**src/ptfg_pkg.sv**
```systemverilog
// shared types, constants and the divider step of the taper filter gain block
// no dependencies; imported by every module of the block
package ptfg_pkg;

  localparam int FFT_SIZE  = 2048;
  localparam int HALF_BINS = FFT_SIZE / 2;
  localparam int N_CORNER  = 4;

  localparam int IDX_W  = 11;
  localparam int CFG_W  = 16;
  localparam int GAIN_W = 16;
  localparam int BIN_W  = $clog2(HALF_BINS + 1);
  localparam int DEN_W  = $clog2(HALF_BINS + 3);

  localparam int QF      = 30;
  localparam int XW      = 30;
  localparam int PW      = 31;
  localparam int TERM_W  = GAIN_W + 1;
  localparam int SCALE_W = GAIN_W + PW;

  localparam int DIV_BPS    = 3;
  localparam int DIV_STAGES = XW / DIV_BPS;
  localparam int POLY_STEPS = 4;

  localparam int Q_DEPTH = 4;
  localparam int Q_AW    = $clog2(Q_DEPTH);

  localparam int N_REG     = 2 * N_CORNER;
  localparam int REG_IDX_W = $clog2(N_REG);
  localparam int ADDR_W    = REG_IDX_W + 2;
  localparam int DATA_W    = 32;

  localparam logic [CFG_W-1:0] BRK_RESET = '0;
  localparam logic [CFG_W-1:0] AMP_RESET = CFG_W'(4096);

  localparam logic [PW-1:0] Q30_ONE = PW'(64'd1 << QF);
  localparam logic [SCALE_W-1:0] ROUND_HALF = SCALE_W'(64'd1 << (QF - 1));

  // sine polynomial coefficients, innermost first
  localparam logic [PW-1:0] POLY_C [POLY_STEPS+1] = '{
    PW'(172272), PW'(5026995), PW'(85569306), PW'(693598668), PW'(1686629713)
  };

  typedef enum logic [REG_IDX_W-1:0] {
    REG_BRK_BIN_0, REG_BRK_BIN_1, REG_BRK_BIN_2, REG_BRK_BIN_3,
    REG_AMP_0, REG_AMP_1, REG_AMP_2, REG_AMP_3
  } reg_idx_t;

  typedef struct packed {
    logic [N_CORNER-1:0][CFG_W-1:0] brk;
    logic [N_CORNER-1:0][CFG_W-1:0] amp;
  } cfg_t;

  // one classified bin: gain = base + d * taper(n / den)
  typedef struct packed {
    logic [DEN_W-1:0]  n;
    logic [DEN_W-1:0]  den;
    logic [GAIN_W-1:0] d;
    logic [GAIN_W-1:0] base;
  } job_t;

  typedef struct packed {
    logic             valid;
  } qlink_t;

  typedef struct packed {
    logic [DEN_W-1:0] r;
    logic [XW-1:0]    q;
  } div_st_t;

  // DIV_BPS (three) quotient bits of a restoring division
  function automatic div_st_t div_step(div_st_t cur, logic [DEN_W-1:0] den);
    div_st_t        nxt;
    logic [DEN_W:0] rr;
    nxt = cur;
    for (int i = 0; i < DIV_BPS; i++) begin
      rr = {nxt.r, 1'b0};
      if (rr >= {1'b0, den}) begin
        rr    = rr - {1'b0, den};
        nxt.q = {nxt.q[XW-2:0], 1'b1};
      end else begin
        nxt.q = {nxt.q[XW-2:0], 1'b0};
      end
      nxt.r = rr[DEN_W-1:0];
    end
    return nxt;
  endfunction

endpackage

```
**src/ptfg_queue.sv**
```systemverilog
// short job queue between the front end and the taper pipeline
// depends on ptfg_pkg
module ptfg_queue import ptfg_pkg::*; (
  input  logic   clk,
  input  logic   rst,
  input  logic   push,
  input  job_t   job_in,
  output logic   full,
  output qlink_t link_out,
  input  logic   pop,
  output job_t   job_out
);

  job_t            mem [Q_DEPTH];
  logic [Q_AW-1:0] wr_ptr;
  logic [Q_AW-1:0] rd_ptr;
  logic [Q_AW:0]   count;

  assign full           = (count == (Q_AW+1)'(Q_DEPTH));
  assign link_out.valid = (count != '0);
  assign job_out        = mem[rd_ptr];

  always_ff @(posedge clk) begin
    if (rst) begin
      wr_ptr <= '0;
      rd_ptr <= '0;
      count  <= '0;
    end else begin
      if (push) wr_ptr <= wr_ptr + 1'b1;
      if (pop)  rd_ptr <= rd_ptr + 1'b1;
      if (push && !pop)      count <= count + 1'b1;
      else if (!push && pop) count <= count - 1'b1;
    end
  end

  always_ff @(posedge clk) begin
    if (push) mem[wr_ptr] <= job_in;
  end

endmodule

```
**config.mk**
```make
export PLATFORM = sky130hd
export DESIGN_NAME = ptfg_queue
export DESIGN_NICKNAME = d
export VERILOG_FILES = /design/src/ptfg_pkg.sv /design/src/ptfg_queue.sv
export SDC_FILE = /design/constraint.sdc
export NUM_CORES = 1
export LEC_CHECK = 0
export BUFFER_PORTS_ARGS = -buffer_cell sky130_fd_sc_hd__buf_4
export CORE_MARGIN = 10
export CORE_UTILIZATION = 60
export CTS_CLUSTER_DIAMETER = 30
export DETAILED_ROUTE_END_ITERATION = 7
export GPL_TIMING_DRIVEN = 0
export PLACE_DENSITY = 0.94
export SYNTH_ARGS = -nofsm -noshare
export SYNTH_HDL_FRONTEND = slang
export SYNTH_SLANG_ARGS = --single-unit
```
**constraint.sdc**
```tcl
create_clock -name clk -period 4.9 [get_ports clk]
set_clock_uncertainty 0.2 [all_clocks]
set_input_delay 0.98 -clock clk [delete_from_list [all_inputs] [get_ports clk]]
set_output_delay 0.98 -clock clk [all_outputs]
set_load 0.02 [all_outputs]
```
==> flow_summary.json <==
{
  "status": "finished, final reports clean",
  "place_hpwl_mm": 10.0,
  "end_kind": "output pin",
  "whs_path_depth": 2,
  "hold-worst-slack_ns": 0.386,
  "diodes": 0,
  "crit_family": "buffers and inverters",
  "wl_per_cell_um": 25.2,
  "netlist_instances": 326,
  "multi_input_area_mm2": 0.00147,
  "final_max_slew_viol_count": 0,
  "drv_cap": 0,
  "synth_cell_types": 22,
  "finalSetupTns_ns": 0,
  "final.setup.worst_slack_ns": 1.80,
  "seq_area_frac_synth_pct": 80.4,
  "post_cts_resized": 0,
  "clk_pin_slew_ns": 0.05,
  "synth_area_per_cell_um2": 25.4,
  "ir_drop_uv": 400,
  "totalWireLength_mm": 17.3,
  "first_pass_iters": 4,
  "report.final.hold_viol_count": 0,
  "synth_area_mm2": 0.00829,
  "postRouteAntennaNets": 0,
  "root_buffer": "clkbuf_16",
  "path_max_fanout": 10,
  "path_cells": "clkbuf_2 -> buf_2 -> mux4_2 -> buf_4",
  "start_util_pct": 61.9,
  "grt_setup_unrepaired": "no",
  "die_area_mm2": 0.0189,
  "core_mm2": 0.0134,
  "regToRegSetupSlack_ns": 2.97,
  "num_rows": 42,
  "track_usage_pct": 18.9,
  "finalSetupViolations": 0,
  "hold_path_class": "reg2reg",
  "crit_type": "reg2out",
  "die_h_um": 138,
  "regArea_mm2": 0.00667,
  "fmax_ghz": 0.323,
  "cpMaxStageDelayCell": "mux4_2",
  "path_buf_inv": 3,
  "routabilityCongestion": 0.730,
  "vias_per_cell": 5.76,
  "io_pins": 114,
  "antenna_found_initial": 0,
  "grt_pass1_wl_mm": 26.5,
  "clk_path_buf_depth": 3,
  "fin_crit_sh_pct": 63.3,
  "dieWidth_um": 138,
  "drt_iter0_markers": 223,
  "gr-total-overflow": 0,
  "grt_start_max_net_pins": 55,
  "nets": 543,
  "start_kind": "flip-flop",
  "nFillCells": 623,
  "required_ns": 3.72,
  "worst_pin_slew_ns": 0.837,
  "cts_buffers": 39,
  "yosysWarnings": 0,
  "htreeDepth": 2,
  "drive_above_1_share_pct": 47.4,
  "post-place-ws_ns": 2.13,
  "synth-seq-cells": 225,
  "cts_setup_buffers": 0,
  "drcViolationCount": 0,
  "clkSinkCount": 225,
  "cts_tree": "built",
  "portBuffers": 112,
  "rr_worst_depth": 3,
  "p_leak_nw": 3.73,
  "path_depth": 4,
  "cp.arrival_ns": 1.92,
  "syn_nets": 390,
  "postCtsHoldBufs": 0,
  "period_needed_ns": 3.10,
  "vias": 3943,
  "p_per_area_mw_per_mm2": 502,
  "relSlewSlack_pct": 44.2,
  "first_global_vias": 4484,
  "max_stage_delay_ns": 0.38,
  "area_growth_syn_to_layout_pct": 28.2,
  "clock_latency_ns": 0.49
}
==> sequential cells by signal (all words and copies together), names as in the netlist, named ones only <==
name,flops
count,3
mem,216
rd_ptr,2
wr_ptr,2
==> area by class of cell <==
class,instances,area share (%)
well taps,176,2.07
multi-input cells,84,13.9
repair buffers,112,7.91
clock buffers,42,9.69
plain buffers,13,1.37
inverters,4,0.141
flip-flops and latches,225,62.7
clock inverters,28,2.21
==> cells in the final DEF, fill, tap and decap left out, types with 6 or more instances in the layout <==
master	instances
buf_4	112
edfxtp_1	216
mux4_2	50
clkinv_1	6
dfxtp_1	9
clkbuf_16	41
nor2_1	7
==> metal layers <==
metal,track usage (%),share of wire [%]
met1,23.0,38
met2,32.3,53
met3,4.92,7.0
met4,6.62,1.8
met5,0,0
==> worst register-to-register path: stages, from the launching register on <==
cell and delay, ns:
dfxtp_1 0.35, inv_1 0.11, ha_1 0.17, and2_4 0.68
==> power by group <==
group / leakage, nW / internal (W) / total (W) / switching (W)
registers: 2.06 / 0.00221 / 0.00225 / 0.0000315
logic: 1.06 / 0.000254 / 0.000549 / 0.000295
clock network: 0.610 / 0.00164 / 0.00254 / 0.000899
==> through the flow <==
step / cell area [um^2] / std cells / utilization, % / power (W)
4_1_cts: 10600 / 684 / 79.3 / 0.00538
2_1_floorplan: 8290 / 326 / - / 0.00259
3_3_place_gp: 9350 / 614 / 69.8 / 0.00280
6_report: 10600 / 684 / 79.3 / 0.00533
5_1_grt: 10600 / 684 / 79.3 / 0.00549
3_5_place_dp: 9360 / 614 / 69.9 / 0.00283
==> cells by family after synthesis <==
group / Yosys count / synth area share (%)
xor gates and xnor gates: 5 / 0.528
buffers and inverters: 17 / 1.93
DFF: 225 / 80.4
and+or+nand+nor: 15 / 0.906
AOI/OAI and AO/OA: 2 / 0.121
adders and majority gates: 6 / 0.996
muxes: 56 / 15.1
==> Yosys cell counts (all sizes together) <==
master / n / share of area (%)
edfxtp: 216 / 78
mux4: 54 / 15
buf: 11 / 1.6
dfxtp: 9 / 2.2
nor2: 7 / 0.32
ha: 5 / 0.75
and2: 4 / 0.30
inv: 4 / 0.18
xor2: 3 / 0.32
clkbuf: 2 / 0.11
mux2i: 2 / 0.24
or3: 2 / 0.15
xnor2: 2 / 0.21
a21oi: 1 / 0.060
fa: 1 / 0.24
nand2: 1 / 0.045
nor3b: 1 / 0.091
o21ai: 1 / 0.060
==> final timing paths <==
check / to / from
worst min register to register: rd_ptr[1]$_SDFFE_PP0P_ / rd_ptr[1]$_SDFFE_PP0P_
worst max-delay path: job_out[27] / flip-flop
worst min-delay path: rd_ptr[1]$_SDFFE_PP0P_ / rd_ptr[1]$_SDFFE_PP0P_
worst max register to register: mem[0][17]$_DFFE_PP_ / wr_ptr[0]$_SDFFE_PP0P_
Note: power is estimated with default switching activity, not from simulation.
