`src/ptfg_pkg.sv`:
```
// shared types, constants and the divider step of the taper filter gain block
// no dependencies; imported by every module of the block
package ptfg_pkg;

  localparam int FFT_SIZE  = 2048;
  localparam int HALF_BINS = FFT_SIZE / 2;
  localparam int N_CORNER  = 4;

  localparam int IDX_W  = 11;
  localparam int CFG_W  = 16;
  localparam int GAIN_W = 16;
  localparam int BIN_W  = $clog2(HALF_BINS + 1);
  localparam int DEN_W  = $clog2(HALF_BINS + 3);

  localparam int QF      = 30;
  localparam int XW      = 30;
  localparam int PW      = 31;
  localparam int TERM_W  = GAIN_W + 1;
  localparam int SCALE_W = GAIN_W + PW;

  localparam int DIV_BPS    = 3;
  localparam int DIV_STAGES = XW / DIV_BPS;
  localparam int POLY_STEPS = 4;

  localparam int Q_DEPTH = 4;
  localparam int Q_AW    = $clog2(Q_DEPTH);

  localparam int N_REG     = 2 * N_CORNER;
  localparam int REG_IDX_W = $clog2(N_REG);
  localparam int ADDR_W    = REG_IDX_W + 2;
  localparam int DATA_W    = 32;

  localparam logic [CFG_W-1:0] BRK_RESET = '0;
  localparam logic [CFG_W-1:0] AMP_RESET = CFG_W'(4096);

  localparam logic [PW-1:0] Q30_ONE = PW'(64'd1 << QF);
  localparam logic [SCALE_W-1:0] ROUND_HALF = SCALE_W'(64'd1 << (QF - 1));

  // sine polynomial coefficients, innermost first
  localparam logic [PW-1:0] POLY_C [POLY_STEPS+1] = '{
    PW'(172272), PW'(5026995), PW'(85569306), PW'(693598668), PW'(1686629713)
  };

  typedef enum logic [REG_IDX_W-1:0] {
    REG_BRK_BIN_0, REG_BRK_BIN_1, REG_BRK_BIN_2, REG_BRK_BIN_3,
    REG_AMP_0, REG_AMP_1, REG_AMP_2, REG_AMP_3
  } reg_idx_t;

  typedef struct packed {
    logic [N_CORNER-1:0][CFG_W-1:0] brk;
    logic [N_CORNER-1:0][CFG_W-1:0] amp;
  } cfg_t;

  // one classified bin: gain = base + d * taper(n / den)
  typedef struct packed {
    logic [DEN_W-1:0]  n;
    logic [DEN_W-1:0]  den;
    logic [GAIN_W-1:0] d;
    logic [GAIN_W-1:0] base;
  } job_t;

  typedef struct packed {
    logic             valid;
  } qlink_t;

  typedef struct packed {
    logic [DEN_W-1:0] r;
    logic [XW-1:0]    q;
  } div_st_t;

  // DIV_BPS (three) quotient bits of a restoring division
  function automatic div_st_t div_step(div_st_t cur, logic [DEN_W-1:0] den);
    div_st_t        nxt;
    logic [DEN_W:0] rr;
    nxt = cur;
    for (int i = 0; i < DIV_BPS; i++) begin
      rr = {nxt.r, 1'b0};
      if (rr >= {1'b0, den}) begin
        rr    = rr - {1'b0, den};
        nxt.q = {nxt.q[XW-2:0], 1'b1};
      end else begin
        nxt.q = {nxt.q[XW-2:0], 1'b0};
      end
      nxt.r = rr[DEN_W-1:0];
    end
    return nxt;
  endfunction

endpackage

```
`src/ptfg_front.sv`:
```
// front end: accepts a bin, clamps it and finds the segment that decides its gain
// depends on ptfg_pkg; feeds ptfg_queue
module ptfg_front import ptfg_pkg::*; (
  input  logic             bin_valid,
  output logic             bin_stall,
  input  logic [IDX_W-1:0] bin_index,
  input  cfg_t             cfg,
  input  logic             full,
  output logic             push,
  output job_t             job
);

  logic [N_CORNER-1:0][BIN_W-1:0] k;
  logic [BIN_W-1:0]               b;

  assign bin_stall = full;
  assign push      = bin_valid && !full;

  always_comb begin
    for (int i = 0; i < N_CORNER; i++) begin
      if (32'(cfg.brk[i]) > HALF_BINS) k[i] = BIN_W'(HALF_BINS);
      else                             k[i] = BIN_W'(cfg.brk[i]);
    end
    if (32'(bin_index) > HALF_BINS) b = BIN_W'(HALF_BINS);
    else                            b = BIN_W'(bin_index);
  end

  always_comb begin
    logic [BIN_W-1:0]  lo;
    logic [BIN_W-1:0]  hi;
    logic [GAIN_W-1:0] a0;
    logic [GAIN_W-1:0] a1;
    logic              tapered;
    job.n    = DEN_W'(1);
    job.den  = DEN_W'(2);
    job.d    = '0;
    job.base = '0;
    tapered  = 1'b0;
    if (b < k[0]) job.base = cfg.amp[0];
    for (int i = 0; i < N_CORNER - 1; i++) begin
      lo = k[i];
      hi = k[i+1];
      a0 = cfg.amp[i];
      a1 = cfg.amp[i+1];
      if (a0 != a1) begin
        if (hi >= lo && b >= lo && b <= hi) begin
          job.den = DEN_W'(hi - lo) + DEN_W'(2);
          if (a0 < a1) begin
            job.n    = DEN_W'(b - lo) + DEN_W'(1);
            job.d    = a1 - a0;
            job.base = a0;
          end else begin
            job.n    = DEN_W'(hi - b) + DEN_W'(1);
            job.d    = a0 - a1;
            job.base = a1;
          end
        end
        tapered = 1'b1;
      end else begin
        // flat step gives up its start bin once a taper came before
        if ((tapered ? (b > lo) : (b >= lo)) && b <= hi) begin
          job.n    = DEN_W'(1);
          job.den  = DEN_W'(2);
          job.d    = '0;
          job.base = a0;
        end
      end
    end
    if (b > k[N_CORNER-1]) begin
      job.n    = DEN_W'(1);
      job.den  = DEN_W'(2);
      job.d    = '0;
      job.base = cfg.amp[N_CORNER-1];
    end
  end

endmodule

```
`config.mk`:
```
export PLATFORM = sky130hd
export DESIGN_NAME = ptfg_front
export DESIGN_NICKNAME = d
export VERILOG_FILES = /design/src/ptfg_pkg.sv /design/src/ptfg_front.sv
export SDC_FILE = /design/constraint.sdc
export NUM_CORES = 1
export LEC_CHECK = 0
export ABC_AREA = 0
export BUFFER_PORTS_ARGS = -buffer_cell sky130_fd_sc_hd__buf_2
export CORE_ASPECT_RATIO = 1.75
export CORE_MARGIN = 10
export CORE_UTILIZATION = 31
export DETAILED_ROUTE_END_ITERATION = 10
export SLEW_MARGIN = 10
export SYNTH_ARGS = -nofsm -noshare
export SYNTH_HDL_FRONTEND = slang
export SYNTH_SLANG_ARGS = --single-unit
```
`constraint.sdc`:
```
create_clock -name vclk -period 7.5
set_clock_uncertainty 0.15 [all_clocks]
set_input_delay 0.75 -clock vclk [all_inputs]
set_output_delay 0.75 -clock vclk [all_outputs]
set_load 0.02 [all_outputs]
```
==> impl_metrics.toml, run 1 <==
[floorplanning]
dieArea_sq_um = 51500
die_w_um = 176
io_pins = 197
rows = 99
die_h_um = 293
coreArea_sq_um = 41900
initial_core_util_pct = 31.5

[worst_setup_path]
crit_chain = "buf_2 -> nor4_1 -> nand3_1 -> a21oi_1 -> nand2_1 -> ha_1 -> fa_1 -> a311oi_1 -> a211oi_1 -> buf_4 -> and2_0 -> o31ai_1 -> nand2_1 -> a31o_1 -> a222oi_1 -> buf_2"
required_ns = 6.60
crit_type = "input port to primary output"
cp_max_fo = 10
crit_family = "compound AO/OA/AOI/OAI gates"
end_kind = "primary output"
crit_arrival_ns = 5.83
start_kind = "input port"
cp_slowest_cell = "a311oi_1"
slowest_delay_ns = 0.81
path_buf_inv = 3

[place]
gp_congestion = 1.02
io_buffers = 197
dpl_worst_slack_ns = 0.880
hpwl_um = 55400
placed_cell_area_sq_um = 14900

[synth]
ys_warn_count = 0
avgSynthCellArea_sq_um = 7.29
synth_cells = 1809
synth_nets = 2276
yosysSeqAreaShare_pct = 0
yosys.cell_types.count = 88
syn_area_sq_um = 13200

[min_path]
hold_path_class = "input port to primary output"
holdPathEnd = "bin_stall"
hp-start = "full"
whs_path_depth = 2

[power]
vdd_drop_max_mv = 0.0547
p_leak_uw = 0.00725
powerDensity_nw_per_um2 = 99.6

[clock_tree]
cts_setup_buffers = 0
hold_buffers = 0
cts-resized-gates = 0

[finish]
drive_above_1_share_pct = 14.8
n_clock_buffer = 0
seq_cells = 0
final_core_utilization_pct = 35.6
final_nets = 2445
final_area_sq_um = 14900
fillers = 4621
syn_to_final_growth_pct = 12.9
multi_input_area_sq_um = 12100
n_antenna_cell = 0
seqCellArea_sq_um = 0

[sta]
max_freq_ghz = 0.149
finalSetupTns_ns = 0
period_needed_ns = 6.73
setup_ws_ns = 0.771
drv_slew = 0
worst_pin_slew_ns = 1.03
setup_violations = 0
hold_ws_ns = 1.59
rsz0062_at_grt = "no"
finalCritPeriodShare_pct = 89.7
relSlewSlack_pct = 30.8
hold_viol = 0

[routing]
drc = 0
first_pass_iters = 6
drt_iter0_drc = 1114
ant_nets = 0
wirelength_um = 63700
routedWlPerCell_um = 25.2
vias = 14693
vias_per_cell = 5.81

[global_routing]
grt_pass1_wl_um = 93300
grt-ovfl-total = 0
antenna_found_initial = 0
grtUsageTotal_pct = 23.6
grt_max_degree = 48
grt_pass1_vias = 15383

[status]
status = "finished clean"

[run]
drv_cap = 0
## cells in the final DEF, fill, tap and decap left out, types with 21 or more instances in the layout
| cell | synthesis | routed |
|---|---|---|
| ha_1 | 285 | 285 |
| buf_2 | 35 | 197 |
| inv_1 | 186 | 186 |
| a21oi_1 | 155 | 154 |
| nand2_1 | 141 | 140 |
| nor2_1 | 101 | 99 |
| o21ai_0 | 98 | 98 |
| xnor2_1 | 72 | 72 |
| a21o_1 | 53 | 53 |
| buf_4 | 9 | 51 |
| nor3_1 | 51 | 50 |
| fa_1 | 41 | 41 |
| xor2_1 | 40 | 40 |
| mux2i_1 | 39 | 39 |
| nand3_1 | 34 | 34 |
| a211oi_1 | 28 | 28 |
| o221ai_1 | 26 | 26 |
| nor2b_1 | 25 | 25 |
| o21bai_1 | 24 | 24 |
| nand4_1 | 21 | 21 |
| o22ai_1 | 21 | 21 |
| a22oi_1 | 21 | 21 |
## power by group
group | switching (uW) | internal, uW | leakage [uW]
logic | 957 | 526 | 0.00725
clock network | 0 | 0 | 0
registers | 0 | 0 | 0
total | 957 | 526 | 0.00725
## synthesized netlist by cell type, drive strengths merged (24+ instances only)
| library cell | n | area share [%] |
|---|---|---|
| ha | 285 | 27 |
| inv | 186 | 5.3 |
| a21oi | 155 | 5.9 |
| nand2 | 142 | 4.1 |
| o21ai | 105 | 4.0 |
| nor2 | 103 | 3.0 |
| xnor2 | 72 | 4.8 |
| a21o | 53 | 3.0 |
| buf | 51 | 2.1 |
| nor3 | 51 | 1.9 |
| fa | 41 | 6.2 |
| xor2 | 40 | 2.7 |
| mux2i | 39 | 3.0 |
| nand3 | 34 | 1.3 |
| clkbuf | 30 | 0.85 |
| a211oi | 28 | 1.6 |
| o221ai | 26 | 1.7 |
| nand4 | 25 | 1.4 |
| nor2b | 25 | 1.2 |
| o21bai | 24 | 1.4 |
## metal layers
layer	vias up	wire length [um]	share of wire [%]	track usage [%]
li1	6885	-	-	-
met1	6910	20200	32	21.2
met2	652	33000	52	44.3
met3	246	2860	4.5	2.37
met4	0	7550	12	23.7
met5	-	0	0	0
## layout make-up
class | instances | share of cell area, %
multi-input combinational | 1542 | 81.4
inverter | 186 | 4.69
timing repair buffer | 248 | 9.20
tap | 555 | 4.67
## per-stage QoR
| stage | power (uW) | instances |
|---|---|---|
| floorplan | 923 | 1809 |
| global placement | 1450 | 2531 |
| detailed placement | 1450 | 2531 |
| CTS | 1460 | 2531 |
| global route | 1580 | 2531 |
| finish | 1480 | 2531 |
## cells by family after synthesis
logic type,Yosys count,share of synthesized area (%)
adders and majority gates,327,33.4
AOI/OAI and AO/OA,582,29.4
muxes,49,3.82
and+or+nand+nor,472,17.8
xor gates and xnor gates,112,7.44
buffers and inverters,267,8.25
## how the worst max path moves through the flow
stage / startpoint / end / slack (ns) / cells after the start
2_1_floorplan: cfg[80] / job[31] / 2.08 / 17
3_3_place_gp: cfg[64] / job[1] / 1.07 / 19
5_1_grt: cfg[64] / job[1] / 0.54 / 17
4_1_cts: cfg[64] / job[1] / 0.88 / 16
6_report: cfg[64] / job[1] / 0.77 / 16
3_5_place_dp: cfg[64] / job[1] / 0.88 / 16
Note: power is estimated with default switching activity, not from simulation.
==> run 2, diff against run 1 <==
==> constraint.sdc (replaced) <==
create_clock -name vclk -period 8.65
set_clock_uncertainty 0.15 [all_clocks]
set_input_delay 0.865 -clock vclk [all_inputs]
set_output_delay 0.865 -clock vclk [all_outputs]
set_load 0.02 [all_outputs]
==> impl_metrics.toml, run 2 (synthesis gave the netlist of run 1 again) <==
[floorplanning]
io_pins = 197
die_h_um = 293
die_w_um = 176
dieArea_sq_um = 51500
coreArea_sq_um = 41900
rows = 99
initial_core_util_pct = 31.5

[power]
seq_power_share_pct = 0
p_switching_uw = 834
clockPowerShare_pct = 0
p_leak_uw = 0.00711
p_sw_share_pct = 65.7
powerDensity_nw_per_um2 = 86.4
vdd_drop_max_mv = 0.0562
p_comb_share_pct = 100.0
intPower_uw = 434

[min_path]
holdPathEnd = "bin_stall"
whs_path_depth = 2
hold_path_class = "input port to primary output"
hp-start = "full"

[sta]
relSlewSlack_pct = 11.9
rsz0062_at_grt = "no"
period_needed_ns = 7.53
max_freq_ghz = 0.133
setup_ws_ns = 1.12
finalSetupTns_ns = 0
drv_slew = 0
hold_viol = 0
hold_ws_ns = 1.82
finalCritPeriodShare_pct = 87.1
setup_violations = 0
worst_pin_slew_ns = 1.32

[finish]
drive_above_1_share_pct = 13.7
finalNonFillerCells = 2505
seq_cells = 0
syn_to_final_growth_pct = 11.4
final_area_sq_um = 14700
n_clock_buffer = 0
final_common_cell = "ha_1"
final_nets = 2417
layout_common_cells = "ha_1 (285), buf_2 (197), inv_1 (186)"
seqCellArea_sq_um = 0

[global_routing]
gr-usage-met1_pct = 21.5
antenna_found_initial = 1
grt_max_degree = 47
grt_pass1_wl_um = 93000
grtUsageTotal_pct = 24.0
grt_pass1_vias = 15032
grt_use_met2_pct = 44.7
busiest_layer = "met2"
grt-ovfl-total = 0
use_met3_pct = 2.29

[routing]
wirelength_um = 65400
ant_nets = 0
first_pass_iters = 7
drc = 0
drt_iter0_drc = 1024
routedWlPerCell_um = 26.1
vias_per_cell = 5.87
vias = 14710

[worst_setup_path]
crit_type = "input port to primary output"
start_kind = "input port"
crit_chain = "buf_2 -> nor4_1 -> nand3_1 -> a21oi_1 -> nand2_1 -> ha_1 -> fa_1 -> o21bai_1 -> a31oi_1 -> o32ai_2 -> a311o_1 -> a31o_1 -> o31a_1 -> a2111oi_1 -> a21oi_1 -> buf_2"
cp_slowest_cell = "a311o_1"
end_kind = "primary output"
crit_family = "compound AO/OA/AOI/OAI gates"
crit_arrival_ns = 6.52
path_buf_inv = 2
cp_max_fo = 18
required_ns = 7.64
slowest_delay_ns = 0.71

[place]
place_inst = 2503
dpl_worst_slack_ns = 1.29
io_buffers = 197
hpwl_um = 56200
gp_congestion = 1.04
placed_cell_area_sq_um = 14700

[status]
status = "finished clean"

[run]
drv_cap = 0

[clock_tree]
cts-resized-gates = 0
hold_buffers = 0
cts_setup_buffers = 0
[run 2: cell types whose count changed in the layout (fill, tap and decap cells not counted), sizes merged]
cell / delta
diode: +2
buf: -28
[run 2: metal layers]
layer	wire length, um	part of all wire [%]
met1	20900	32
met2	33400	51
met3	3080	4.7
met4	8020	12
met5	0	0
[run 2: worst max path at each step]
stage / from / end / slack, ns / depth (start not counted)
floorplan: cfg[80] / job[31] / 3.00 / 17
global placement: cfg[96] / job[13] / 1.30 / 16
detailed placement: cfg[96] / job[14] / 1.29 / 16
CTS: cfg[80] / job[19] / 1.29 / 19
global route: cfg[80] / job[19] / 0.89 / 19
finish: cfg[96] / job[13] / 1.12 / 16
[run 2: final cells by class]
type	count	area, sq um
Inverter	186	698
Multi-Input combinational cell	1542	12100
Tap cell	555	694
Fill cell	4626	27200
Timing Repair Buffer	220	1160
Antenna cell	2	5.00
[run 2: stage by stage]
stage	utilization [%]	power [uW]
5_1_grt	35.1	1340
3_5_place_dp	35.1	1240
4_1_cts	35.1	1240
6_report	35.1	1270
3_3_place_gp	35.1	1230
2_1_floorplan	-	800
[run 2: power groups by stage]
stage	Clock [uW]	Combinational, uW	Sequential, uW
finish	0.0000311	1270	0
global route	0.0000155	1340	0
CTS	0	1240	0
detailed placement	0	1240	0
global placement	0	1230	0
floorplan	0	800	0
==> run 3, diff against run 2 <==
==> constraint.sdc (replaced) <==
create_clock -name vclk -period 8.31
set_clock_uncertainty 0.15 [all_clocks]
set_input_delay 0.831 -clock vclk [all_inputs]
set_output_delay 0.831 -clock vclk [all_outputs]
set_load 0.02 [all_outputs]
==> impl_metrics.toml, run 3 (synthesis gave the netlist of run 1 again) <==
[place]
gp_congestion = 1.10
dpl_worst_slack_ns = 0.818
hpwl_um = 56600
placed_cell_area_sq_um = 14700
io_buffers = 197

[floorplanning]
io_pins = 197
coreArea_sq_um = 41900
initial_core_util_pct = 31.5
die_h_um = 293
dieArea_sq_um = 51500
rows = 99
die_w_um = 176

[min_path]
hold_path_class = "input port to primary output"
hp-start = "full"
holdPathEnd = "bin_stall"
whs_path_depth = 2

[worst_setup_path]
crit_arrival_ns = 6.70
end_kind = "primary output"
required_ns = 7.33
cp_max_fo = 13
crit_type = "input port to primary output"
start_kind = "input port"

[global_routing]
grtUsageTotal_pct = 24.7
grt_pass1_vias = 15378
grt-ovfl-total = 0
grt_pass1_wl_um = 96100
antenna_found_initial = 3
grt_max_degree = 35

[sta]
period_needed_ns = 7.68
hold_ws_ns = 1.75
finalCritPeriodShare_pct = 92.4
hold_viol = 0
max_freq_ghz = 0.130
setup_ws_ns = 0.633
rsz0062_at_grt = "no"
worst_pin_slew_ns = 1.05
setup_violations = 0
relSlewSlack_pct = 29.7
drv_slew = 0
finalSetupTns_ns = 0

[finish]
syn_to_final_growth_pct = 11.6
seq_cells = 0
final_common_cell = "ha_1"
multi_input_area_sq_um = 12100
drive_above_1_share_pct = 13.8
fillers = 4603
seqCellArea_sq_um = 0
final_nets = 2421
layout_common_cells = "ha_1 (285), buf_2 (197), inv_1 (186)"
final_area_sq_um = 14700
n_clock_buffer = 0

[routing]
wirelength_um = 66500
vias_per_cell = 5.89
drc = 0
drt_iter0_drc = 1002
vias = 14783
ant_nets = 0
first_pass_iters = 6
routedWlPerCell_um = 26.5

[power]
clockPowerShare_pct = 0
intPower_uw = 456
p_switching_uw = 872
vdd_drop_max_mv = 0.0472
seq_power_share_pct = 0
p_comb_share_pct = 100.0
p_sw_share_pct = 65.7
p_leak_uw = 0.00713
powerDensity_nw_per_um2 = 90.2

[clock_tree]
hold_buffers = 0
cts_setup_buffers = 0
cts-resized-gates = 0

[status]
status = "finished clean"

[run]
drv_cap = 0
## run 3: cell count changes in the layout (fill, tap and decap cells not counted)
cell / delta
a21oi_4: +1
buf_4: +4
a21oi_2: -1
## run 3: routing by layer
metal | global-route usage [%] | vias up | wire, um
met4 | 25.5 | 2 | 8070
li1 | - | 6847 | -
met3 | 2.53 | 286 | 3130
met2 | 45.3 | 720 | 33800
met5 | 0 | - | 13
met1 | 22.7 | 6928 | 21400
## run 3: worst max path at each step
stage	from	end	cells after the start
2_1_floorplan	cfg[80]	job[31]	17
3_5_place_dp	cfg[96]	job[26]	18
6_report	cfg[96]	job[26]	18
3_3_place_gp	cfg[96]	job[53]	18
4_1_cts	cfg[96]	job[26]	18
5_1_grt	cfg[96]	job[25]	18
## run 3: power by group through the flow
stage	clock network, uW	logic, uW	registers (uW)
global placement	0	1280	0
detailed placement	0	1290	0
floorplan	0	833	0
CTS	0	1290	0
finish	0.0000324	1330	0
global route	0.0000323	1410	0
## run 3: critical path, cell delays in order
cell and delay, ns:
buf_2 0.12, nor4_1 0.54, nand3_1 0.13, a21oi_1 0.69, nand2_1 0.42, inv_1 0.27
ha_1 0.27, nand2b_1 0.15, a31oi_1 0.21, o211a_1 0.21, nor3_1 0.09, o22ai_1 0.58
or2_0 0.78, buf_4 0.29, nand2b_1 0.28, nor2_1 0.41, a22o_1 0.24, buf_2 0.18
## run 3: metrics by stage
step	total power, uW	cells	utilization, %
finish	1330	2509	35.2
global route	1410	2509	35.2
CTS	1290	2507	35.1
detailed placement	1290	2507	35.1
global placement	1280	2507	35.1
floorplan	833	1809	-
## run 3: layout make-up
cell class	count	share of cell area, %
multi-input cells	1542	82.4
repair buffers	224	8.08
inverters	186	4.74
well taps	555	4.72
diodes	2	0.0340
